`src/sv/upm_pkg.sv`:
```
// shared types and constants of the pixel unpremultiply block
package upm_pkg;

    // channel count and default sample format
    localparam int NUM_CH            = 4;
    localparam int SAMPLE_WIDTH_DEF  = 16;
    localparam int FRACTION_BITS_DEF = 12;

    // configuration port
    localparam int MASK_W      = 4;
    localparam int SEL_W       = 2;
    localparam int CFG_INDEX_W = 1;
    localparam int CFG_DATA_W  = 4;

    localparam logic [CFG_INDEX_W-1:0] REG_DIVIDE_MASK    = 1'd0;
    localparam logic [CFG_INDEX_W-1:0] REG_DIVISOR_SELECT = 1'd1;

    localparam logic [MASK_W-1:0] DIVIDE_MASK_RESET    = 4'd7;
    localparam logic [SEL_W-1:0]  DIVISOR_SELECT_RESET = 2'd3;

    // channel codes of divisor_select
    localparam logic [SEL_W-1:0] CH_RED   = 2'd0;
    localparam logic [SEL_W-1:0] CH_GREEN = 2'd1;
    localparam logic [SEL_W-1:0] CH_BLUE  = 2'd2;
    localparam logic [SEL_W-1:0] CH_ALPHA = 2'd3;

    // per-stage control that travels with each pixel
    typedef struct packed {
        logic              valid;
        logic [MASK_W-1:0] mask;
        logic              div_zero;
        logic              div_neg;
    } upm_ctrl_t;

endpackage

```
`src/sv/upm_div_step.sv`:
```
// one restoring division step for all four channels, registered
module upm_div_step import upm_pkg::*; #(
    parameter int SAMPLE_WIDTH  = SAMPLE_WIDTH_DEF,
    parameter int FRACTION_BITS = FRACTION_BITS_DEF
) (
    input  logic                                 aclk,
    input  logic                                 aresetn,
    input  logic                                 en,
    input  upm_ctrl_t                            ctrl_in,
    input  logic [NUM_CH-1:0][SAMPLE_WIDTH-1:0]  sample_in,
    input  logic [SAMPLE_WIDTH-1:0]              dvs_in,
    input  logic [NUM_CH-1:0][SAMPLE_WIDTH-1:0]  rem_in,
    input  logic [NUM_CH-1:0][SAMPLE_WIDTH+FRACTION_BITS-1:0] quot_in,
    output upm_ctrl_t                            ctrl_reg,
    output logic [NUM_CH-1:0][SAMPLE_WIDTH-1:0]  sample_reg,
    output logic [SAMPLE_WIDTH-1:0]              dvs_reg,
    output logic [NUM_CH-1:0][SAMPLE_WIDTH-1:0]  rem_reg,
    output logic [NUM_CH-1:0][SAMPLE_WIDTH+FRACTION_BITS-1:0] quot_reg
);

    localparam int SW = SAMPLE_WIDTH;
    localparam int DW = SAMPLE_WIDTH + FRACTION_BITS;

    logic [NUM_CH-1:0][SW-1:0] rem_next;
    logic [NUM_CH-1:0][DW-1:0] quot_next;

    // shift in the next dividend bit, subtract the divisor if it fits
    always_comb begin
        logic [SW:0]   trial;
        logic [SW-1:0] diff;
        for (int i = 0; i < NUM_CH; i++) begin
            trial = {rem_in[i], quot_in[i][DW-1]};
            // the difference is below the divisor whenever it is kept
            diff  = trial[SW-1:0] - dvs_in;
            if (trial >= {1'b0, dvs_in}) begin
                rem_next[i]  = diff;
                quot_next[i] = {quot_in[i][DW-2:0], 1'b1};
            end else begin
                rem_next[i]  = trial[SW-1:0];
                quot_next[i] = {quot_in[i][DW-2:0], 1'b0};
            end
        end
    end

    // control register
    always_ff @(posedge aclk) begin
        if (!aresetn) begin
            ctrl_reg <= '0;
        end else if (en) begin
            ctrl_reg <= ctrl_in;
        end
    end

    // payload registers
    always_ff @(posedge aclk) begin
        if (en) begin
            sample_reg <= sample_in;
            dvs_reg    <= dvs_in;
            rem_reg    <= rem_next;
            quot_reg   <= quot_next;
        end
    end

endmodule

```
`config.mk`:
```
export PLATFORM = sky130hd
export DESIGN_NAME = upm_div_step
export DESIGN_NICKNAME = d
export VERILOG_FILES = /design/src/sv/upm_pkg.sv /design/src/sv/upm_div_step.sv
export SDC_FILE = /design/constraint.sdc
export NUM_CORES = 1
export LEC_CHECK = 0
export ABC_AREA = 1
export BUFFER_PORTS_ARGS = -buffer_cell sky130_fd_sc_hd__buf_4
export CAP_MARGIN = 10
export CORE_AREA = 2 2 205 207
export DETAILED_ROUTE_END_ITERATION = 10
export DIE_AREA = 0 0 207 209
export REMOVE_ABC_BUFFERS = 1
export SYNTH_ARGS = -nofsm -noshare
export SYNTH_HDL_FRONTEND = slang
export SYNTH_SLANG_ARGS = --single-unit
```
`constraint.sdc`:
```
create_clock -name aclk -period 2.5 [get_ports aclk]
set_input_delay 0.25 -clock aclk [delete_from_list [all_inputs] [get_ports aclk]]
set_output_delay 0.25 -clock aclk [all_outputs]
set_load 0.01 [all_outputs]
```
# Yosys cells after proc, flatten, opt, wreduce, memory -nomap -nowiden
# Cells that the tools add are included.
# W data, S select, Z words.
dict set report totals {
  reg_bits 263
  in_bits 266
  output_inout_bits 263
  elab_cells 33
}
dict set report classes {
  n_addsub 4
  n_lt_le_gt_ge 4
  muxes 8
}
# op count
set op_table {}
lappend op_table {{$ge A17 B16 Y1} 4}
lappend op_table {{$mux W16} 4}
lappend op_table {{$sub A16 B16 Y16} 4}
lappend op_table {{$mux W1} 4}

# Longest topological paths before layout
dict set report logic_depth {
  word_depth 2
  ltp_mapped 14
  ltp_nobuf 13
}

# Worst setup path before layout
# Ideal clock, no wire load.
dict set report synth_path {
  kind {input to register}
  start {input port dvs_in[12]}
  end {register rem_reg[52] (netlist name) (data pin)}
  setup_time_ps 252
  arrival_ps 1571
  required_ps 2248
  path_slack_ps 677
  cell_stages 12
  path_buffers 1
  cell_sequence {inv_1 > ha_1 > nand2_1 > inv_2 > nand2_1 > nand2_1 > and3_1 > nor2_4 > nand2_4 > buf_6 > nand2_1 > nand2_1}
}
# element line
set synth_lines {}
lappend synth_lines {{start, declared} upm_div_step.sv:11} ;# input logic [SAMPLE_WIDTH-1:0] dvs_in,
lappend synth_lines {{end signal, assigned} upm_div_step.sv:59} ;# rem_reg <= rem_next;
lappend synth_lines {{end, declared} upm_div_step.sv:17} ;# output logic [NUM_CH-1:0][SAMPLE_WIDTH-1:0] rem_reg,

==> metrics.cfg <==
[yosys]
synth_top_area_share=0.5861
ys_seq_elements=263
synthTopCellsByArea=edfxtp_1, nand2_1, ha_1
syn_area_per_cell_um2=9.810
yosysTopAreaCell=edfxtp_1
synthCells=1337
ys_warn_count=0
ys_seq_area_frac=0.5968
synth_area_um2=13120
synth_edf_count=256
synth-async-reset-ratio=0
synth.distinct_cells=33
ys.flop_type=edfxtp_1

[power]
seq_power_share=0.419
vdd_drop_max_v=0.0005251
switching_share=0.2778
intPower_mw=9.466
p_leak_nw=10.38
clockPowerShare=0.343
power_density_nw_per_um2=610.5
comb_power_share=0.239
power.switching_mw=3.641

[placed_design]
placedCellCount=2422
routabilityCongestion=0.8849
port_buffers=528
dp_hpwl_um=38290

[die]
chipWidth_um=207
fp-row-count=75
die-area_um2=43260
start_util=0.3177
dieHeight_um=209
pin_count=529
core_region_area_um2=41290

[grt]
grt.total_usage=0.2301
gr-total-overflow=0
antenna_found_initial=4
grt_pass1_wl_um=76010
grt_pass1_vias=12650
grt_max_degree=60

[setup_path]
slowest_delay_ns=0.54
crit_fanout=9
end_kind=flop
cp.arrival_ns=2.64
startpoint_type=input port
crit_type=input port to flop
required_ns=2.81
cp_common_cell=nand2_1
cp_slowest_cell=dlygate4sd3_1
path_cells=dlygate4sd3_1, buf_4, inv_1, ha_1, nand2_1, nand2_1, nand2_1, nand2_1, inv_2, nand3_2, nand2_1, nand2_2, buf_4, nand2_1, o21ai_0

[timing]
period_needed_ns=2.330
drv_slew=0
tightest_slew_ns=0.5050
relSlewSlack=0.6633
fin_skew_ns=0
setup_viol=0
fin_crit_sh=0.9321
fmax_mhz=429.1
hold_violations=0
rsz0062_at_grt=yes
timing.setup.tns_ns=0

[drt]
drtIter0Drc=735
via_per_inst=4.553
detail-route-antenna-nets=0
vias=12420
drtPass1Iterations=6
drcViolationCount=0
wl_per_cell_um=18.80
routed_wl_um=51280

[clock_network]
cts_tree=done
clkLatencyLatePin_ns=0.57
cts_sinks=263
path_clk_slew_ns=0.06
htreeDepth=1
clockRootBuffer=clkbuf_16
clock_path_buffers=3
cts_buffers=30

[cells_and_area]
largest_register_ffs=112
layout-drive-gt1-share=0.2964
fin_nets=2499
layout_common_cells=buf_4, nand2_1, edfxtp_1
syn2layout_area_growth_pct=63.68
instances_no_fill=2727
layout_commonest_cell=buf_4

[worst_hold_path]
hp-class=input port to flop

[flow_run]
drv_cap=0

[outcome]
status=finished clean

==> cells in the mapped netlist, types with 5 or more instances <==
library cell,instances
nand3_2,8
a21oi_1,35
edfxtp_1,256
inv_1,201
nand2_2,12
xnor2_1,5
nor3_1,14
dfxtp_1,7
nand3b_1,14
nor2_1,59
inv_2,8
o21ai_0,11
xor2_1,19
nand3_1,81
nand4_1,16
ha_1,64
nand2_1,489
==> stage by stage <==
| step | total power, mW | util | instance area, µm² | setup WS [ns] | hold WS [ns] |
|---|---|---|---|---|---|
| floorplan | 6.773 | - | 13000 | 0.4222 | 0.3489 |
| global placement | 8.309 | 0.4341 | 17920 | -0.03308 | 0.4286 |
| detailed placement | 8.329 | 0.4341 | 17920 | -0.004220 | 0.4292 |
| CTS | 13.19 | 0.5185 | 21410 | 0.03292 | 0.001808 |
| global route | 13.69 | 0.5200 | 21470 | -0.002980 | 0.02603 |
| finish | 13.11 | 0.5200 | 21470 | 0.1696 | 0.03202 |
==> cell type report <==
class | count | area (µm²)
antenna | 2 | 5.005
clock inverter | 15 | 170.2
clock buffer | 38 | 822.0
fill | 3669 | 19820
multi-input combinational | 853 | 4423
sequential | 263 | 7828
inverter | 209 | 788.3
tap | 539 | 674.4
timing repair buffer | 808 | 6759
==> power by group through the flow <==
stage	Combinational, mW	Sequential, mW	Clock (mW)
6_report	3.13	5.49	4.49
5_1_grt	3.40	5.52	4.77
4_1_cts	3.12	5.48	4.60
3_5_place_dp	2.77	5.56	0
3_3_place_gp	2.74	5.56	0
2_1_floorplan	0.997	5.78	0
==> repair_timing <==
action / 4_1_cts / 5_1_grt
gates resized for setup: 0 / 6
hold endpoints to repair: 242 / 0
hold buffers: 249 / 0
buffers inserted: 0 / 1
endpoints found under the setup margin: 0 / 26
==> routing by layer <==
metal | part of all wire | vias to the layer above | global-route usage
met5 | 0.00049 | - | 0
met4 | 0.040 | 4 | 0.08966
met3 | 0.063 | 93 | 0.04448
met2 | 0.50 | 489 | 0.4128
met1 | 0.39 | 5792 | 0.2710
li1 | - | 6037 | -
==> path summary, 6_finish.rpt <==
path | startpoint | depth (start not counted) | slack, ns | endpoint
worst min register to register | ctrl_reg[1]$_SDFFE_PN0P_ | 3 | 1.04 | ctrl_reg[1]$_SDFFE_PN0P_
worst max register to register | ctrl_reg[3]$_SDFFE_PN0P_ | 3 | 1.26 | ctrl_reg[3]$_SDFFE_PN0P_
worst max-delay path | dvs_in[6] | 15 | 0.17 | rem_reg[1]$_DFFE_PP_
worst min-delay path | rem_in[28] | 3 | 0.03 | rem_reg[29]$_DFFE_PP_
==> kinds of logic (layout without fill, tap and decap cells) <==
logic type	count (synthesis)	after routing	synth area share
buffers and inverters	221	1070	0.06859
other	0	2	0
AOI/OAI and AO/OA	52	52	0.02099
xor gates and xnor gates	24	24	0.01603
DFF	263	263	0.5968
and+or+nand+nor	709	709	0.2305
adders and majority gates	68	68	0.06716
==> critical path: cells and delay by family <==
| kind | cells | cell delay [ns] |
|---|---|---|
| and+or+nand+nor | 8 | 0.70 |
| AOI/OAI and AO/OA | 1 | 0.09 |
| buffers and inverters | 5 | 1.23 |
| adders and majority gates | 1 | 0.34 |
(Power assumes the default switching activity.)
