File: src/sv/upm_skid.sv
// output register with skid stage, keeps the pipeline enable registered
module upm_skid #(
    parameter int WIDTH = 65
) (
    input  logic             aclk,
    input  logic             aresetn,
    input  logic             in_valid,
    input  logic [WIDTH-1:0] in_data,
    output logic             in_ready,
    output logic             out_valid_reg,
    output logic [WIDTH-1:0] out_data_reg,
    input  logic             out_ready
);

    logic             skid_full_reg;
    logic [WIDTH-1:0] skid_data_reg;
    logic             in_xfer;
    logic             out_load;

    assign in_ready = !skid_full_reg;
    assign in_xfer  = in_valid && !skid_full_reg;
    assign out_load = !out_valid_reg || out_ready;

    // control: output valid and skid occupancy
    always_ff @(posedge aclk) begin
        if (!aresetn) begin
            out_valid_reg <= 1'b0;
            skid_full_reg <= 1'b0;
        end else if (out_load) begin
            out_valid_reg <= skid_full_reg || in_xfer;
            skid_full_reg <= 1'b0;
        end else if (in_xfer) begin
            skid_full_reg <= 1'b1;
        end
    end

    // data: output register drains the skid first
    always_ff @(posedge aclk) begin
        if (out_load) begin
            out_data_reg <= skid_full_reg ? skid_data_reg : in_data;
        end else if (in_xfer) begin
            skid_data_reg <= in_data;
        end
    end

endmodule

File: config.mk
export PLATFORM = sky130hd
export DESIGN_NAME = upm_skid
export DESIGN_NICKNAME = d
export VERILOG_FILES = /design/src/sv/upm_skid.sv
export SDC_FILE = /design/constraint.sdc
export NUM_CORES = 1
export LEC_CHECK = 0
export BUFFER_PORTS_ARGS = -buffer_cell sky130_fd_sc_hd__buf_2
export CORE_AREA = 2 2 136 72
export CTS_CLUSTER_SIZE = 14
export DETAILED_ROUTE_END_ITERATION = 8
export DIE_AREA = 0 0 138 74
export PLACE_DENSITY = 0.93
export SETUP_SLACK_MARGIN = 0.1
export SLEW_MARGIN = 20
export SYNTH_ARGS = -nofsm -noshare
export SYNTH_HDL_FRONTEND = slang
export SYNTH_SLANG_ARGS = --single-unit
File: constraint.sdc
create_clock -name aclk -period 16.21 [get_ports aclk]
set_input_delay 3.242 -clock aclk [delete_from_list [all_inputs] [get_ports aclk]]
set_output_delay 3.242 -clock aclk [all_outputs]
set_load 0.1 [all_outputs]
# Word-level counts from Yosys, hierarchy flattened
# Cells that the tools add are included.
[op_classes]
muxes = 1
n_bitwise = 2
reduce_logical = 7
[op_table]
columns = ["op", "count"]
rows = [
  ["$mux W65", 1],
  ["$logic_not A1 Y1", 2],
  ["$logic_or A1 B1 Y1", 2],
  ["$not A1 Y1", 2],
  ["$reduce_and A2 Y1", 1],
  ["$reduce_or A2 Y1", 1],
  ["$logic_and A1 B1 Y1", 1],
]
[totals]
output_inout_bits = 67
in_bits = 69
ff_bits = 132

# Depth between registers and ports, before layout
# Gate-level depths: netlist of run 1.
[logic_depth]
depth_word = 4
mapped_depth = 5

# Worst setup path before layout of run 1
# OpenSTA, ideal clock, no wires.
[synth_path]
path_type = "input port to flip-flop"
from = "input port out_ready"
to = "register skid_data_reg[0], enable pin"
arrival_ns = 9.722
cell_stages = 2
setup_slack_ns = 5.907
required_ns = 15.629
setup_ns = 0.581
path_cell_list = "nand2b_1 > nor3b_1"
[synth_via]
elab_chain_cells = 3
[synth_lines]
columns = ["element", "line", "source"]
rows = [
  ["start, declared", "12", "input logic out_ready"],
  ["$logic_or A1 B1 Y1", "22", "assign out_load = !out_valid_reg || out_ready;"],
  ["$not A1 Y1 (no line)", "-", ""],
  ["$reduce_and A2 Y1 (no line)", "-", ""],
  ["end signal, assigned", "42", "skid_data_reg <= in_data;"],
  ["end, declared", "16", "logic [WIDTH-1:0] skid_data_reg;"],
]
# No other way between the ends.
# A chain may end at the register's enable or synchronous reset.

# Final worst setup path of run 1
[layout_path]
from = "register skid_full_reg"
to = "output port in_ready"
[layout_via]
elab_chain_cells = 1
[layout_lines]
columns = ["element", "line", "source"]
rows = [
  ["start, declared", "15", "logic skid_full_reg;"],
  ["start signal, assigned", "28", "skid_full_reg <= 1'b0;"],
  ["start signal, assigned", "31", "skid_full_reg <= 1'b0;"],
  ["start signal, assigned", "33", "skid_full_reg <= 1'b1;"],
  ["$logic_not A1 Y1", "20", "assign in_ready = !skid_full_reg;"],
  ["end, declared", "9", "output logic in_ready,"],
]
# No other way between the ends.

==> flow_summary.yaml, run 1 <==
global_routing:
  grtUsageMet1_pct: 23.44
  antenna_found_initial: 0
  grt_pass1_vias: 2580
  busiest_layer: "met2"
  gr-usage-met3_pct: 7.534
  grt_util_met2_pct: 28.33
  grt_overflow: 0
  grt_pass1_wl_um: 13710
  track_usage_pct: 18.34
  grt_max_degree: 69
detailed_routing:
  drtIter0Drc: 127
  wirelength_um: 8942
  dr.pass1.iters: 4
  routed_via_density: 5.057
  ant_nets: 0
  drc: 0
  wl_per_cell_um: 18.10
  vias: 2498
yosys:
  syn_nets: 280
  synth_warnings: 0
  avgSynthCellArea_sq_um: 23.00
  ys_ff_latch: 132
  synth_area_sq_mm: 0.004853
  synthTopCellsByArea: "edfxtp_1 80%, mux2_2 11%, mux2_4 5.3%"
  ys_types: 13
  synth.top_cell.area_share_pct: 80.43
  synth_top_area_cell: "edfxtp_1"
  synth_cells: 211
  yosysSeqAreaShare_pct: 81.26
power_and_ir_drop:
  pwr_density_cell_mw_per_mm2: 148.4
  power_uw: 927.7
  p_leak_uw: 0.002416
  vdd_ir_drop_max_uv: 79.54
placement:
  dp_hpwl_um: 5746
  place_congestion: 0.7979
  io_buffers: 135
timing:
  setup_violations: 0
  slew_headroom_pct: 34.36
  fmax_ghz: 0.1974
  worst_pin_slew_ns: 0.9847
  fin_tns_setup_ns: 0
  hold_violations: 0
  clock_skew_ns: 0.006090
  post-route-min-period_ns: 5.066
  post-route-period-util_pct: 31.25
  slew_violations: 0
  rsz0062_at_grt: "false"
finish:
  fill_cells: 611
  drive_above_1_share_pct: 63.17
  syn_to_final_growth_pct: 28.82
  fin_nets: 428
  post-route-util_pct: 68.92
setup_path:
  startpoint_type: "flip-flop"
  reg2regPathDepth: 3
  cp-endpoint: "in_ready"
  reg2reg_slack_ns: 14.10
  required_ns: 12.97
  critPathKind: "flip-flop to primary output"
  crit_path_start: "skid_full_reg"
  cp_max_fo: 68
  arrival_ns: 1.82
  reg2reg_from: "out_valid_reg"
  r2r-end: "skid_data_reg[10]"
  end_kind: "primary output"
clock_tree:
  cts_made_buffers: 17
  post-cts-setup-buffers: 0
  root_buffer: "clkbuf_16"
  clock_path_buffers: 2
  cts_tree: "built"
  holdBufCountCts: 0
  clk_latency_ns: 0.40
  clkTransAtPathRegs_ns: 0.05
  cts_sinks: 132
  htreeDepth: 4
  cts_resized: 0
flow_run:
  max_cap_viol_count: 0
floorplanning:
  initial_core_util_pct: 53.50
  fp.dieW_um: 138
  rows: 25
  die-area_sq_mm: 0.01021
  die_h_um: 74
  core_sq_mm: 0.009071
  boundaryPins: 136
status:
  run_status: "finished clean"
hold_path:
  hold_path.class: "flip-flop to flip-flop"
==> per-stage QoR <==
stage | instances | hold WS (ns) | worst slack [ns] | instance area (sq um)
detailed placement | 461 | 0.5321 | 11.01 | 5634
floorplan | 211 | 0.5231 | 5.907 | 4853
CTS | 493 | 0.5503 | 11.10 | 6250
global placement | 461 | 0.5297 | 11.12 | 5634
global route | 493 | 0.5577 | 11.02 | 6250
finish | 494 | 0.5504 | 11.14 | 6252
==> synthesized netlist by cell type <==
cell type  instances
dfxtp_1            2
a21boi_0           1
nand2b_1           1
inv_1              1
buf_12             1
mux2_4            17
nor3b_1            2
nor2_1             1
buf_2              4
mux2_2            48
edfxtp_1         130
buf_6              2
buf_8              1
==> power breakdown <==
group	total, uW	leakage [uW]	internal [uW]	switching (uW)
Clock	391	0.000289	256	135
Sequential	401	0.00128	395	6.56
Combinational	135	0.000846	24.1	111
Total	928	0.00242	675	253
==> layer usage <==
metal  wire, um  vias up  share of wire, %
met1       3872     1230                43
met4        118        0               1.3
met5          0        -                 0
li1           -     1141                 -
met2       4115      117                46
met3        836       10               9.3
==> critical path, stage by stage, from the launching register on <==
cell and delay, ns:
dfxtp_4 0.99, inv_1 0.10, buf_2 0.33
==> worst min path at each step <==
stage,from,end,slack (ns),cells after the start
after detailed placement,skid_data_reg[9],out_data_reg[9],0.53,1
after floorplan,skid_data_reg[0],out_data_reg[0],0.52,1
after CTS,skid_data_reg[34],out_data_reg[34],0.55,1
final,skid_data_reg[47],out_data_reg[47],0.55,1
after global routing,skid_data_reg[12],out_data_reg[12],0.56,1
after global placement,skid_data_reg[4],out_data_reg[4],0.53,1
==> kinds of logic after synthesis <==
| group | after synthesis | synth area share (%) |
|---|---|---|
| DFF | 132 | 81.26 |
| and+or+nand+nor | 4 | 0.5155 |
| muxes | 65 | 16.40 |
| buffers and inverters | 9 | 1.676 |
| AOI/OAI and AO/OA | 1 | 0.1547 |
==> layout make-up <==
| class | instances | area (sq um) | area share, % |
|---|---|---|---|
| Multi-Input combinational cell | 70 | 840.8 | 13.45 |
| Antenna cell | 1 | 2.502 | 0.04002 |
| Inverter | 1 | 3.754 | 0.06004 |
| Sequential cell | 132 | 3948 | 63.14 |
| Timing Repair Buffer | 137 | 690.7 | 11.05 |
| Tap cell | 121 | 151.4 | 2.421 |
| Clock buffer | 18 | 429.2 | 6.864 |
| Clock inverter | 14 | 186.4 | 2.982 |
==> cells in the final DEF, fill, tap and decap left out, types with 2 or more instances in the layout <==
master,count
buf_4,2
clkinvlp_4,4
buf_2,135
mux2_2,48
clkinv_2,3
edfxtp_1,130
clkbuf_16,17
bufinv_16,4
clkinv_4,2
mux2_4,17
(Power assumes the default switching activity.)
==> run 2: changes to the inputs <==
--- a/config.mk
+++ b/config.mk
@@ -5,12 +5,13 @@
 export SDC_FILE = /design/constraint.sdc
 export NUM_CORES = 1
 export LEC_CHECK = 0
+export ABC_AREA = 1
 export BUFFER_PORTS_ARGS = -buffer_cell sky130_fd_sc_hd__buf_2
-export CORE_AREA = 2 2 136 72
+export CORE_AREA = 2 2 148 78
 export CTS_CLUSTER_SIZE = 14
 export DETAILED_ROUTE_END_ITERATION = 8
-export DIE_AREA = 0 0 138 74
-export PLACE_DENSITY = 0.93
+export DIE_AREA = 0 0 150 80
+export PLACE_DENSITY = 0.85
 export SETUP_SLACK_MARGIN = 0.1
 export SLEW_MARGIN = 20
 export SYNTH_ARGS = -nofsm -noshare
==> constraint.sdc (replaced) <==
create_clock -name aclk -period 4.1 [get_ports aclk]
set_input_delay 0.82 -clock aclk [delete_from_list [all_inputs] [get_ports aclk]]
set_output_delay 0.82 -clock aclk [all_outputs]
set_load 0.1 [all_outputs]
==> run 2 against run 1 <==
Against the previous run:
- sequential share of layout area is 0.33 points lower
- die area rose by 18%
- sequential power rose to 4.0 times the previous value
- via count grew 20%
- global-route usage is 2.0 points lower
- flip-flop and latch count is the same
- worst setup slack worse by 9.6 ns
- synthesized cell count is 67% higher
- register-to-register slack lost 12 ns
- hold slack worse by 0.040 ns
- non-clock buffer count up 2
- critical path type unchanged
- largest cell class unchanged
==> flow_summary.yaml, run 2 <==
yosys:
  synth_area_sq_mm: 0.004827
  avgSynthCellArea_sq_um: 13.71
  ys_ff_latch: 132
  synth-edff-count: 130
  yosysSeqAreaShare_pct: 81.70
  synthTopCellsByArea: "edfxtp_1 81%, nand2_1 15%, buf_6 1.2%"
  synth_top_area_cell: "edfxtp_1"
  synth_cells: 352
  synth.top_cell.area_share_pct: 80.87
  synth-async-reset-ratio_pct: 0
  synth.most_common_cell: "nand2_1"
  syn_nets: 421
  synth_flop_cell: "edfxtp_1"
  ys_types: 11
  synth_warnings: 0
  synthTopCellsByCount: "198 x nand2_1, 130 x edfxtp_1, 8 x buf_2"
timing:
  worst_pin_slew_ns: 0.8470
  clock_skew_ns: 0.008302
  rsz0062_at_grt: "false"
  whs_ns: 0.5101
  post-route-min-period_ns: 2.521
  post-route-period-util_pct: 61.48
  hold_violations: 0
  slew_violations: 0
  slew_headroom_pct: 43.54
  setup_violations: 0
  fin_ws_ns: 1.579
  fin_tns_setup_ns: 0
  fmax_ghz: 0.3967
floorplanning:
  boundaryPins: 136
  die-area_sq_mm: 0.01200
  initial_core_util_pct: 45.22
  core_sq_mm: 0.01068
  fp.dieW_um: 150
  die_h_um: 80
  rows: 27
finish:
  area.sequential_sq_mm: 0.003945
  diodes: 0
  fin_area_sq_mm: 0.006281
  final_cells: 652
  drive_above_1_share_pct: 34.12
  fin_nets: 564
  final_common_cell: "nand2_1"
  multi_input_area_sq_um: 779.5
  final_cell_mix: "197 x nand2_1, 135 x buf_2, 130 x edfxtp_1, 17 x clkbuf_16, 6 x bufinv_16"
  fill_cells: 866
  syn_to_final_growth_pct: 30.12
setup_path:
  slowest_delay_ns: 0.55
  path_cells: "inv_2 -> buf_2"
  startpoint_type: "flip-flop"
  crit_family: "buffers and inverters"
  arrival_ns: 1.70
  end_kind: "primary output"
  required_ns: 3.28
  cp_max_fo: 33
  cp_num_buf_inv: 2
  crit_slowest_cell: "buf_2"
  critPathKind: "flip-flop to primary output"
global_routing:
  grt_overflow: 0
  track_usage_pct: 16.37
  grt_max_degree: 68
  grt_pass1_wl_um: 14420
  antenna_found_initial: 0
  grt_pass1_vias: 2946
detailed_routing:
  drc: 0
  routed_via_density: 4.600
  wl_per_cell_um: 14.33
  wirelength_um: 9344
  drtIter0Drc: 149
  dr.pass1.iters: 4
  vias: 2999
  ant_nets: 0
clock_tree:
  htreeDepth: 4
  cts_made_buffers: 17
  clk_latency_ns: 0.40
  clock_path_buffers: 2
  post-cts-setup-buffers: 0
  root_buffer: "clkbuf_16"
  cts_sinks: 132
  cts_tree: "built"
  cts_resized: 0
  holdBufCountCts: 0
  clkTransAtPathRegs_ns: 0.06
hold_path:
  hold_path.class: "flip-flop to flip-flop"
power_and_ir_drop:
  vdd_ir_drop_max_uv: 332.1
  pwr_density_cell_mw_per_mm2: 613.9
  p_leak_uw: 0.002733
placement:
  place_congestion: 0.7968
  io_buffers: 135
  place_ws_ns: 1.848
  place_area_sq_mm: 0.005619
  dp_hpwl_um: 6090
  placed_cells: 621
status:
  run_status: "finished clean"
flow_run:
  max_cap_viol_count: 0
==> run 2: cell count changes after synthesis, moves of 2 or more <==
cell     delta
mux2_4     -17
buf_4       +2
mux2_2     -48
nand2_1   +198
buf_6       +3
nor3b_1     -2
buf_2       +4
nor2_1      +2
==> run 2: final timing paths <==
check,cells after the start,from,to,slack (ns)
worst max-delay path,2,skid_full_reg,in_ready,1.58
worst min-delay path,2,skid_data_reg[42],out_data_reg[42],0.51
worst max register to register,4,skid_full_reg,skid_data_reg[43],1.97
worst min register to register,2,skid_data_reg[42],out_data_reg[42],0.51
==> run 2: per-layer routing <==
metal  GRT usage, %  part of all wire (%)
met1          20.92                    46
met2          25.66                    44
met3          5.429                   8.1
met4          7.358                   1.2
met5              0                     0
==> run 2: worst reg2reg max path, cell delays in order (launching register included) <==
cell,delay (ns)
dfxtp_2,0.32
inv_2,0.42
nand2_1,0.19
nor2_4,0.13
buf_4,0.66
==> run 2: cell families after synthesis <==
| family | after synthesis | synth area share, % |
|---|---|---|
| simple gates | 202 | 15.73 |
| buf+inv | 17 | 2.462 |
| compound gates | 1 | 0.1036 |
| flops | 132 | 81.70 |
==> run 2: layout make-up <==
class / count / area share (%)
clock buffer: 18 / 6.833
clock inverter: 13 / 3.705
inverter: 2 / 0.1195
multi-input combinational: 203 / 12.41
sequential: 132 / 62.81
tap: 145 / 2.888
timing repair buffer: 139 / 11.24
==> run 2: where the power goes <==
part | internal (uW) | switching, uW
Combinational | 78.3 | 507
Clock | 1140 | 539
Sequential | 1570 | 22.4
==> run 2: stage by stage <==
stage               util (%)  total power [uW]
global route           58.84              3978
finish                 58.84              3856
floorplan                  -              2094
CTS                    58.84              3889
detailed placement     52.64              2208
global placement       52.64              2198
