[src/sv/upm_pkg.sv]
// shared types and constants of the pixel unpremultiply block
package upm_pkg;

    // channel count and default sample format
    localparam int NUM_CH            = 4;
    localparam int SAMPLE_WIDTH_DEF  = 16;
    localparam int FRACTION_BITS_DEF = 12;

    // configuration port
    localparam int MASK_W      = 4;
    localparam int SEL_W       = 2;
    localparam int CFG_INDEX_W = 1;
    localparam int CFG_DATA_W  = 4;

    localparam logic [CFG_INDEX_W-1:0] REG_DIVIDE_MASK    = 1'd0;
    localparam logic [CFG_INDEX_W-1:0] REG_DIVISOR_SELECT = 1'd1;

    localparam logic [MASK_W-1:0] DIVIDE_MASK_RESET    = 4'd7;
    localparam logic [SEL_W-1:0]  DIVISOR_SELECT_RESET = 2'd3;

    // channel codes of divisor_select
    localparam logic [SEL_W-1:0] CH_RED   = 2'd0;
    localparam logic [SEL_W-1:0] CH_GREEN = 2'd1;
    localparam logic [SEL_W-1:0] CH_BLUE  = 2'd2;
    localparam logic [SEL_W-1:0] CH_ALPHA = 2'd3;

    // per-stage control that travels with each pixel
    typedef struct packed {
        logic              valid;
        logic [MASK_W-1:0] mask;
        logic              div_zero;
        logic              div_neg;
    } upm_ctrl_t;

endpackage

[src/sv/upm_prep.sv]
// input stage: divisor pick, magnitudes and signs
module upm_prep import upm_pkg::*; #(
    parameter int SAMPLE_WIDTH  = SAMPLE_WIDTH_DEF,
    parameter int FRACTION_BITS = FRACTION_BITS_DEF
) (
    input  logic                                 aclk,
    input  logic                                 aresetn,
    input  logic                                 en,
    input  logic                                 in_valid,
    input  logic [NUM_CH-1:0][SAMPLE_WIDTH-1:0]  in_sample,
    input  logic [MASK_W-1:0]                    mask,
    input  logic [SEL_W-1:0]                     select,
    output upm_ctrl_t                            ctrl_reg,
    output logic [NUM_CH-1:0][SAMPLE_WIDTH-1:0]  sample_reg,
    output logic [NUM_CH-1:0][SAMPLE_WIDTH+FRACTION_BITS-1:0] dvd_reg,
    output logic [SAMPLE_WIDTH-1:0]              dvs_reg
);

    localparam int SW = SAMPLE_WIDTH;
    localparam int DW = SAMPLE_WIDTH + FRACTION_BITS;

    logic [SW-1:0]                divisor;
    logic [SW-1:0]                dvs_next;
    logic [NUM_CH-1:0][DW-1:0]    dvd_next;
    upm_ctrl_t                    ctrl_next;

    // divisor channel taken from the incoming pixel
    always_comb begin
        unique case (select)
            CH_RED:   divisor = in_sample[0];
            CH_GREEN: divisor = in_sample[1];
            CH_BLUE:  divisor = in_sample[2];
            CH_ALPHA: divisor = in_sample[3];
        endcase
    end

    // magnitudes, dividend scaled by the fraction bits
    always_comb begin
        logic [SW-1:0] mag;
        dvs_next = divisor[SW-1] ? (~divisor + 1'b1) : divisor;
        for (int i = 0; i < NUM_CH; i++) begin
            mag = in_sample[i][SW-1] ? (~in_sample[i] + 1'b1) : in_sample[i];
            dvd_next[i] = {mag, {FRACTION_BITS{1'b0}}};
        end
        ctrl_next.valid    = in_valid;
        ctrl_next.mask     = mask;
        ctrl_next.div_zero = (divisor == '0);
        ctrl_next.div_neg  = divisor[SW-1];
    end

    // control register
    always_ff @(posedge aclk) begin
        if (!aresetn) begin
            ctrl_reg <= '0;
        end else if (en) begin
            ctrl_reg <= ctrl_next;
        end
    end

    // payload registers
    always_ff @(posedge aclk) begin
        if (en) begin
            sample_reg <= in_sample;
            dvd_reg    <= dvd_next;
            dvs_reg    <= dvs_next;
        end
    end

endmodule

[config.mk]
export PLATFORM = sky130hd
export DESIGN_NAME = upm_prep
export DESIGN_NICKNAME = d
export VERILOG_FILES = /design/src/sv/upm_pkg.sv /design/src/sv/upm_prep.sv
export SDC_FILE = /design/constraint.sdc
export NUM_CORES = 1
export LEC_CHECK = 0
export BUFFER_PORTS_ARGS = -buffer_cell sky130_fd_sc_hd__buf_2
export CORE_ASPECT_RATIO = 1.2
export CORE_MARGIN = 2
export CORE_UTILIZATION = 49
export DETAILED_ROUTE_END_ITERATION = 6
export MAX_ROUTING_LAYER = met4
export PLACE_DENSITY = 0.84
export SLEW_MARGIN = 20
export SYNTH_ARGS = -nofsm -noshare
export SYNTH_HDL_FRONTEND = slang
export SYNTH_SLANG_ARGS = --single-unit
[constraint.sdc]
create_clock -name aclk -period 1.99 [get_ports aclk]
set_input_delay 0 -clock aclk [delete_from_list [all_inputs] [get_ports aclk]]
set_output_delay 0 -clock aclk [all_outputs]
set_load 0.02 [all_outputs]
Word-level counts from Yosys, hierarchy flattened:

Index checks and enable logic that the tools add are counted.
W data, S select, Z words.

* register bits after elaboration: 151
* bits of input ports: 74
* logic and storage cells: 39

* $add $sub $neg: 5
* equality and inequality tests: 3
* muxes and demuxes: 6
* bitwise gates (word level): 5
* reduce and logical (&&, ||, !) cells: 2

Operators by type and width (count)
* $add A16 B1 Y16 const B: 5
* $not A16 Y16: 5
* $mux W15: 5
* $pmux W16 S4: 1
* $logic_not A16 Y1: 1
* $eq A2 B2 Y1 const B: 2
* $eq A2 B1 Y1 const B: 1
* $logic_not A2 Y1: 1

Logic depth before layout (Yosys ltp):

Gate-level depths: netlist of the first run.

* depth after elaboration: 5
* mapped depth: 7

Least setup slack after synthesis of the first run:

OpenSTA, ideal clock, no wires.

* path kind: input-to-reg
* from: input port select[0]
* to: register dvs_reg[14], data pin
* data arrival time: 1.558 ns
* setup slack: 0.167 ns
* stages: 6
* path buffers: 2
* path through: clkbuf_1 > buf_2 > mux4_2 > nor4_4 > a41oi_1 > xor2_1

* cells in the longest elaborated chain, start to end: 5

Ends and longest elaborated chain
* start: declaration: RTL line upm_prep.sv:12 `input logic [SEL_W-1:0] select,`
* $eq A2 B2 Y1, or another cell as far along: RTL line upm_prep.sv:29 `unique case (select)`
* $pmux W16 S4 *: RTL line upm_prep.sv:29
* $not A16 Y16: RTL line upm_prep.sv:40 `dvs_next = divisor[SW-1] ? (~divisor + 1'b1) : divisor;`
* $add A16 B1 Y16: RTL line upm_prep.sv:40
* $mux W15 *: RTL line upm_prep.sv:40
* via dvs_next[14]: RTL line upm_prep.sv:23 `logic [SW-1:0] dvs_next;`
* end signal: assignment: RTL line upm_prep.sv:65 `dvs_reg <= dvs_next;`
* end: declaration: RTL line upm_prep.sv:16 `output logic [SAMPLE_WIDTH-1:0] dvs_reg`

Mark *: on every way through the listed nets, which the timed path passes. The rest lies on a longest branch.
A chain may end at the register's enable or synchronous reset.

==> metrics.txt, run 1 <==
status=complete, no violations; die height=134 um; initial drt markers=305; dpl ws=0.0256 ns; final worst slack=0.0745 ns; simple-gate area share of the yosys netlist=7.91%; flop-to-flop setup slack=0.82 ns; max reg flops=64; Min Hold Slack=0.0520 ns; number of diodes=0; syn avg cell area=14.6 um^2; CTS tree=built; commonest non-fill, non-tap cell in the layout=buf_2; worst skew pair latency=0.42 ns; met2 usage in global routing=46.7%; aggregate routed wire length=19500 um; drt wl/cell=20.0 um; Setup Viol. Count Final=0; # rows=47; share of cells above drive strength 1=37.3%; RSZ-0062 raised after global routing=false; Slew @ Worst Pin=0.541 ns; dominant synthesized flop cell=edfxtp_1; crit path kind=primary input to flip-flop; Worst EP required=2.17 ns; die area=15100 um^2; Post-Synth Adder-Cell Area=1.09%; clock sinks=147; GR Util met3=5.69%; first-pass iteration count of the detailed router=5; placed cell area=8110 um^2; Routed Antenna Nets=0; final std cells w/o fill=973; dpl hpwl=13500 um; FMAX=522 MHz; Vias=5091; GP Congestion=0.834; first-pass GRT wire length=29200 um; Reg2Reg Depth=3; CP endpoint kind=flip-flop; Post-Syn Area=6910 um^2; setup TNS=0 ns; XOR/XNOR Fraction of Synth Area=8.24%; final worst-path cycle share=96.3%; Slew HR=63.9%; Post-synth ARST share=0%; Syn. warnings=0; CTS Buf Count=17; Max IR drop VDD=547 uV; fin nets=870; GRT Overall Usage=26.7%; worst min path class=primary input to flip-flop; core area=13800 um^2; clk_skew=0 ns; Final Critical Period=1.92 ns; Max Slew Vio Count=0; GRT busiest layer=met2; Fillers=971; largest family of logic cells by synthesized area=XOR/XNOR gates; Worst Hold Depth=1; Post-Place Cells=867; htree depth=4; root buf cell=clkbuf_16; antenna violations before repair=0; total grt overflow=0; #FFs+latches synth=147; PwrDens=892 nW/um^2; max-cap violations=0; most frequent cells in the layout=buf_2, edfxtp_1, dlygate4sd3_1; largest net degree at the start of global routing=54; synth unique cells=47; post-synthesis mux area share=6.48%; # port buffers=224; number of enable flip-flop cells after synthesis=140; DR DRC count=0; area grow syn2layout=36.1%; Synth Instances=473; CP arrival=2.09 ns; Compound-Gate Fraction of Synth Area=5.79%; Leak=3.88 nW; effective utilization at floorplan=50.0%; die span in x=112 um; Via density=5.23; CTS clk-pin slew, worst paths=0.06 ns; Post-Layout Inst Area=9410 um^2; number of global-route vias before repair=5248; crit start category=primary input; # IOs=273; CTS Buffer Depth=2; fraction of the yosys area taken by sequential cells=62.8%; GRT met1 Usage=30.0%; CP Max Fanout=6; final hold violations=0
[routing by layer]
layer  wire length (um)  vias up
li1                   -     2307
met1               7300     2472
met2              10400      269
met3               1240       43
met4                520        0
met5                  0        -
[stage by stage]
stage,power [mW],utilization [%]
2_1_floorplan,4.86,-
3_3_place_gp,5.38,58.7
3_5_place_dp,5.42,58.7
4_1_cts,8.39,67.8
5_1_grt,8.68,68.1
6_report,8.40,68.1
[area by class of cell]
type	instances	area [um^2]	share of cell area, %
tap	171	214	2.27
inverter	18	67.6	0.718
multi-input combinational	292	2250	23.9
clock buffer	18	429	4.56
clock inverter	13	95.1	1.01
sequential	147	4340	46.2
timing repair buffer	314	2010	21.4
[worst max-delay path, cell delays in order]
cell	delay (ns)
dlygate4sd3_1	0.55
buf_2	0.18
or4_4	0.59
or4_4	0.49
o31ai_4	0.20
xnor2_1	0.09
[cell families after synthesis]
kind of cell / Yosys count
fa+ha+maj: 6
mux: 25
buf+inv: 81
other cells: 1
compound gates: 53
simple gates: 95
xor+xnor: 65
flops: 147
[timing repair]
item,4_1_cts,5_1_grt
setup buffers,0,2
gates resized for setup,0,4
endpoints found under the setup margin,0,8
hold buffers,73,0
endpoints found under the hold margin,121,0
[worst paths after layout]
| kind | start | end |
|---|---|---|
| hold reg to reg | ctrl_reg[1] | ctrl_reg[1] |
| setup reg to reg | ctrl_reg[5] | ctrl_reg[5] |
| hold / removal | en | sample_reg[50] |
| setup / recovery | in_sample[35] | dvd_reg[79] |
[power breakdown]
| group | switching [mW] | leakage (nW) | internal (mW) | total [mW] |
|---|---|---|---|---|
| Combinational | 1.07 | 2.19 | 0.593 | 1.66 |
| Sequential | 0.0878 | 1.43 | 3.74 | 3.83 |
| Clock | 1.22 | 0.256 | 1.68 | 2.90 |
| Total | 2.38 | 3.88 | 6.02 | 8.40 |
[synthesized netlist by cell type, types with 4 or more instances]
cell type  count  area (um^2)
or3_1          4         25.0
mux2i_1        8         80.1
a41oi_1        4         35.0
nand2_1       33          124
a31oi_1        4         25.0
dfxtp_1        7          140
o31ai_1       16          120
buf_4         52          390
a21oi_1        4         20.0
nand2b_1       4         25.0
xnor2_1       46          403
o21ai_1        6         30.0
inv_1         18         67.6
nor2_1        14         52.6
clkbuf_1       7         26.3
ha_1           6         75.1
mux4_2        13          293
nor4_1         8         50.1
o21ai_0        7         35.0
edfxtp_1     140         4200
nor3_1         7         35.0
xor2_1        19          166
nor2b_1        6         37.5
(Power assumes the default switching activity.)
==> run 2, diff against run 1 <==
CORE_UTILIZATION = 53   (was 49)
PLACE_DENSITY = 0.9   (was 0.84)
SKIP_CTS_REPAIR_TIMING = 1   (was unset)
clock period = 2.3 ns   (was 1.99 ns; I/O delays follow)
==> metrics.txt, run 2 (same netlist as run 1, synthesis figures left out) <==
RSZ-0062 raised after global routing=false; max reg flops=64 (unchanged); commonest non-fill, non-tap cell in the layout=buf_2; FMAX=487 MHz; Via density=5.43 (+3.7%); CTS clk-pin slew, worst paths=0.06 ns (about the same); CP Cell Sequence=dlygate4sd3_1, buf_2, mux4_1, nor4_1, a41oi_1, xor2_1; CTS Buf Count=17 (unchanged); final core area utilization=73.6% (+5.5 points); antenna violations before repair=1 (+1); PwrDens=803 nW/um^2 (-10%); fin nets=857 (-1.5%); Routed Antenna Nets=0 (unchanged); Worst EP required=2.45 ns (+0.28 ns); drt wl/cell=20.5 um (+2.2%); Slew @ Worst Pin=0.581 ns (+0.0399 ns); core area=12700 um^2 (-8.3%); CP arrival=2.20 ns (+0.11 ns); crit start category=primary input; # IOs=273 (unchanged); number of global-route vias before repair=4707 (-10%); max-cap violations=0 (unchanged); largest net degree at the start of global routing=55 (+1.9%); die span in x=108 um (-3.7%); Max IR drop VDD=415 uV (-24%); die area=14000 um^2 (-7.3%); clk_skew=0 ns (unchanged); crit path kind=primary input to flip-flop; final worst-path cycle share=89.3%; Min Hold Slack=0.0191 ns (-0.0328 ns); status=complete, no violations; clock sinks=147 (unchanged); area grow syn2layout=34.9%; total power draw=7.49 mW (-11%); dpl hpwl=13100 um (-3.3%); initial drt markers=370 (+21%); aggregate routed wire length=19600 um (+0.31%); htree depth=4 (unchanged); Vias=5182 (+1.8%); setup TNS=0 ns (unchanged); Final Critical Period=2.05 ns; CTS Buffer Depth=2 (unchanged); first-pass iteration count of the detailed router=5 (unchanged); CP Max Fanout=5 (-1); GRT Overall Usage=26.3% (-0.38 points); final hold violations=0 (unchanged); worst skew pair latency=0.41 ns (about the same); share of cells above drive strength 1=35.7% (-1.6 points); crit-path max cell delay=0.59 ns (about the same); dpl ws=0.106 ns (+0.0800 ns); DR DRC count=0 (unchanged); Worst path slowest cell=mux4_1; most frequent cells in the layout=buf_2, edfxtp_1, dlygate4sd3_1; worst min path class=primary input to flip-flop; GP Congestion=0.912 (+9.3%); die height=129 um (-3.7%); CTS tree=built; first-pass GRT wire length=26000 um (-11%); total grt overflow=0 (unchanged); final worst slack=0.247 ns (+0.173 ns); root buf cell=clkbuf_16; CP endpoint kind=flip-flop; # port buffers=224 (unchanged); Setup Viol. Count Final=0 (unchanged); # rows=45 (-4.3%); Leak=3.82 nW (-1.5%); Slew HR=60.9% (-3.0 points); effective utilization at floorplan=54.6% (+4.5 points); Max Slew Vio Count=0 (unchanged)
==> run 2: cell types whose count changed in the layout (fill, tap and decap cells not counted), sizes merged <==
| cell | change |
|---|---|
| inv | +1 |
| dlygate4sd3 | -2 |
| buf | -11 |
| diode | +1 |
| bufinv | +2 |
| clkbuf | +3 |
| clkinvlp | -2 |
| clkinv | -3 |
==> run 2: metrics by stage <==
step	instances	cell area (um^2)
global placement	851	8030
global route	955	9320
floorplan	520	7090
CTS	883	8610
detailed placement	851	8030
finish	955	9320
==> run 2: path summary, 6_finish.rpt <==
kind	start	endpoint	slack, ns	depth (start not counted)
max	in_sample[43]	dvs_reg[14]	0.25	6
min reg2reg	ctrl_reg[1]	ctrl_reg[1]	0.50	2
max reg2reg	ctrl_reg[3]	ctrl_reg[3]	1.10	3
min	in_sample[63]	sample_reg[63]	0.02	1
==> run 2: where the power goes <==
part           total, mW  switching (mW)  internal, mW
sequential          3.32          0.0775          3.24
combinational       1.42           0.926         0.494
clock               2.75            1.06          1.69
total               7.49            2.06          5.43
==> run 2: cell type report <==
cell class                      count  area [um^2]
Sequential cell                   147         4340
Antenna cell                        1         2.50
Fill cell                         781         3350
Multi-Input combinational cell    292         2220
Clock buffer                       21          440
Clock inverter                     11          135
Timing Repair Buffer              301         1910
Inverter                           18         67.6
Tap cell                          164          205
==> run 2: metal layers <==
layer / up-vias / wire length [um] / GRT usage, %
met3: 39 / 1510 / 4.98
met2: 328 / 10600 / 45.0
li1: 2283 / - / -
met4: 0 / 476 / 10.3
met1: 2532 / 6980 / 30.7
met5: - / 0 / -
==> run 2: critical path, delay by kind of cell <==
| family | cells | cell delay [ns] |
|---|---|---|
| AOI/OAI and AO/OA | 1 | 0.21 |
| and+or+nand+nor | 1 | 0.49 |
| buffers and inverters | 2 | 0.72 |
| muxes | 1 | 0.59 |
| xor gates and xnor gates | 1 | 0.18 |
==> run 3, diff against run 2 <==
CORE_UTILIZATION = 45   (was 53)
PLACE_DENSITY = 0.79   (was 0.9)
==> metrics.txt, run 3 (same netlist as run 1, synthesis figures left out) <==
dpl hpwl=13600 um (+3.9%); total power draw=7.30 mW (-2.5%); core area=15000 um^2 (+19%); crit path buf inv count=2 (unchanged); Leak=3.82 nW (+0.18%); Slew @ Worst Pin=0.551 ns (-0.0303 ns); Fillers=1095 (+40%); Routed Antenna Nets=0 (unchanged); die area=16400 um^2 (+17%); clk_skew=0 ns (unchanged); crit path kind=primary input to flip-flop; CTS Buffer Depth=2 (unchanged); max-cap violations=0 (unchanged); die height=140 um (+8.3%); setup TNS=0 ns (unchanged); root buf cell=clkbuf_16; Final Critical Period=2.02 ns (-0.0369 ns); htree depth=4 (unchanged); CP Max Fanout=5 (unchanged); # IOs=273 (unchanged); max reg flops=64 (unchanged); Max IR drop VDD=425 uV (+2.5%); CP endpoint kind=flip-flop; CP Cell Sequence=dlygate4sd3_1, buf_2, or4_4, or4_4, o31ai_2, xnor2_1; Via density=5.07 (-6.6%); final worst-path cycle share=87.7% (-1.6 points); aggregate routed wire length=18900 um (-3.4%); antenna violations before repair=1 (unchanged); clock sinks=147 (unchanged); Vias=5050 (-2.5%); DR DRC count=0 (unchanged); share of cells above drive strength 1=36.5% (+0.84 points); total grt overflow=0 (unchanged); Worst EP required=2.46 ns (about the same); drt wl/cell=19.0 um (-7.4%); most frequent cells in the layout=buf_2, edfxtp_1, dlygate4sd3_1; effective utilization at floorplan=46.0% (-8.5 points); PwrDens=782 nW/um^2 (-2.7%); initial drt markers=404 (+9.2%); CTS clk-pin slew, worst paths=0.06 ns (about the same); Max Slew Vio Count=0 (unchanged); area grow syn2layout=35.1%; worst skew pair latency=0.41 ns (about the same); crit start category=primary input; RSZ-0062 raised after global routing=false; fin nets=858 (+0.12%); CP arrival=2.17 ns (-0.03 ns); number of global-route vias before repair=4768 (+1.3%); # rows=49 (+8.9%); final hold violations=0 (unchanged); FMAX=496 MHz (+1.8%); final core area utilization=62.2% (-11 points); crit-path max cell delay=0.58 ns (about the same); status=complete, no violations; die span in x=117 um (+8.2%); first-pass GRT wire length=26500 um (+1.9%); commonest non-fill, non-tap cell in the layout=buf_2; # port buffers=224 (unchanged); family with the most delay on the worst path=simple AND/OR/NAND/NOR gates; worst min path class=primary input to flip-flop; Setup Viol. Count Final=0 (unchanged); GP Congestion=0.864 (-5.3%); CTS tree=built; first-pass iteration count of the detailed router=5 (unchanged); GRT Overall Usage=22.6% (-3.7 points); Slew HR=62.9% (+2.0 points); largest net degree at the start of global routing=55 (unchanged); Worst path slowest cell=or4_4; CP dominant cell by count=or4_4; CTS Buf Count=17 (unchanged)
-- run 3: changes by cell type in the layout (fill, tap and decap cells not counted), sizes merged --
| cell | before | now |
|---|---|---|
| buf | 230 | 231 |
| bufinv | 3 | 0 |
| clkbuf | 21 | 22 |
| clkinv | 6 | 2 |
| clkinvlp | 1 | 0 |
| inv | 19 | 26 |
-- run 3: stage by stage --
stage          hold WS (ns)  instance area [um^2]  instances  worst slack (ns)
3_3_place_gp          0.253                  8080        892             0.191
2_1_floorplan        0.0989                  7090        520             0.477
5_1_grt            -0.00255                  9340        996             0.259
6_report            0.00443                  9340        996             0.284
3_5_place_dp          0.253                  8080        892             0.153
4_1_cts              -0.185                  8630        924             0.597
-- run 3: per-layer routing --
metal	track usage, %	wire, um	share of wire [%]
met5	-	0	0
met4	9.66	569	3.0
met3	5.05	1210	6.4
met2	37.5	10100	53
met1	26.0	7060	37
-- run 3: final timing paths --
check,startpoint,endpoint,slack [ns],cells after the start
worst max register to register,ctrl_reg[2],ctrl_reg[2],1.13,3
worst min register to register,ctrl_reg[1],ctrl_reg[1],0.51,2
worst min-delay path,in_sample[31],sample_reg[31],0.004,1
worst max-delay path,in_sample[37],dvd_reg[79],0.28,6
-- run 3: report_power, final --
part           switching (mW)  internal (mW)
Clock                    1.08           1.51
Sequential             0.0730           3.24
Combinational           0.914          0.493
-- run 3: worst reg2reg max path, stage by stage (launching register included) --
cell           delay (ns)
dfxtp_1              0.31
mux2i_1              0.15
nor2b_1              0.06
dlygate4sd3_1        0.55
-- run 3: layout make-up --
cell class | instances | area (um^2) | share of cell area (%)
Multi-Input combinational cell | 292 | 2220 | 23.8
Timing Repair Buffer | 302 | 1900 | 20.4
Sequential cell | 147 | 4340 | 46.5
Antenna cell | 1 | 2.50 | 0.0268
Clock inverter | 10 | 65.1 | 0.696
Tap cell | 204 | 255 | 2.73
Inverter | 18 | 67.6 | 0.723
Clock buffer | 22 | 485 | 5.20
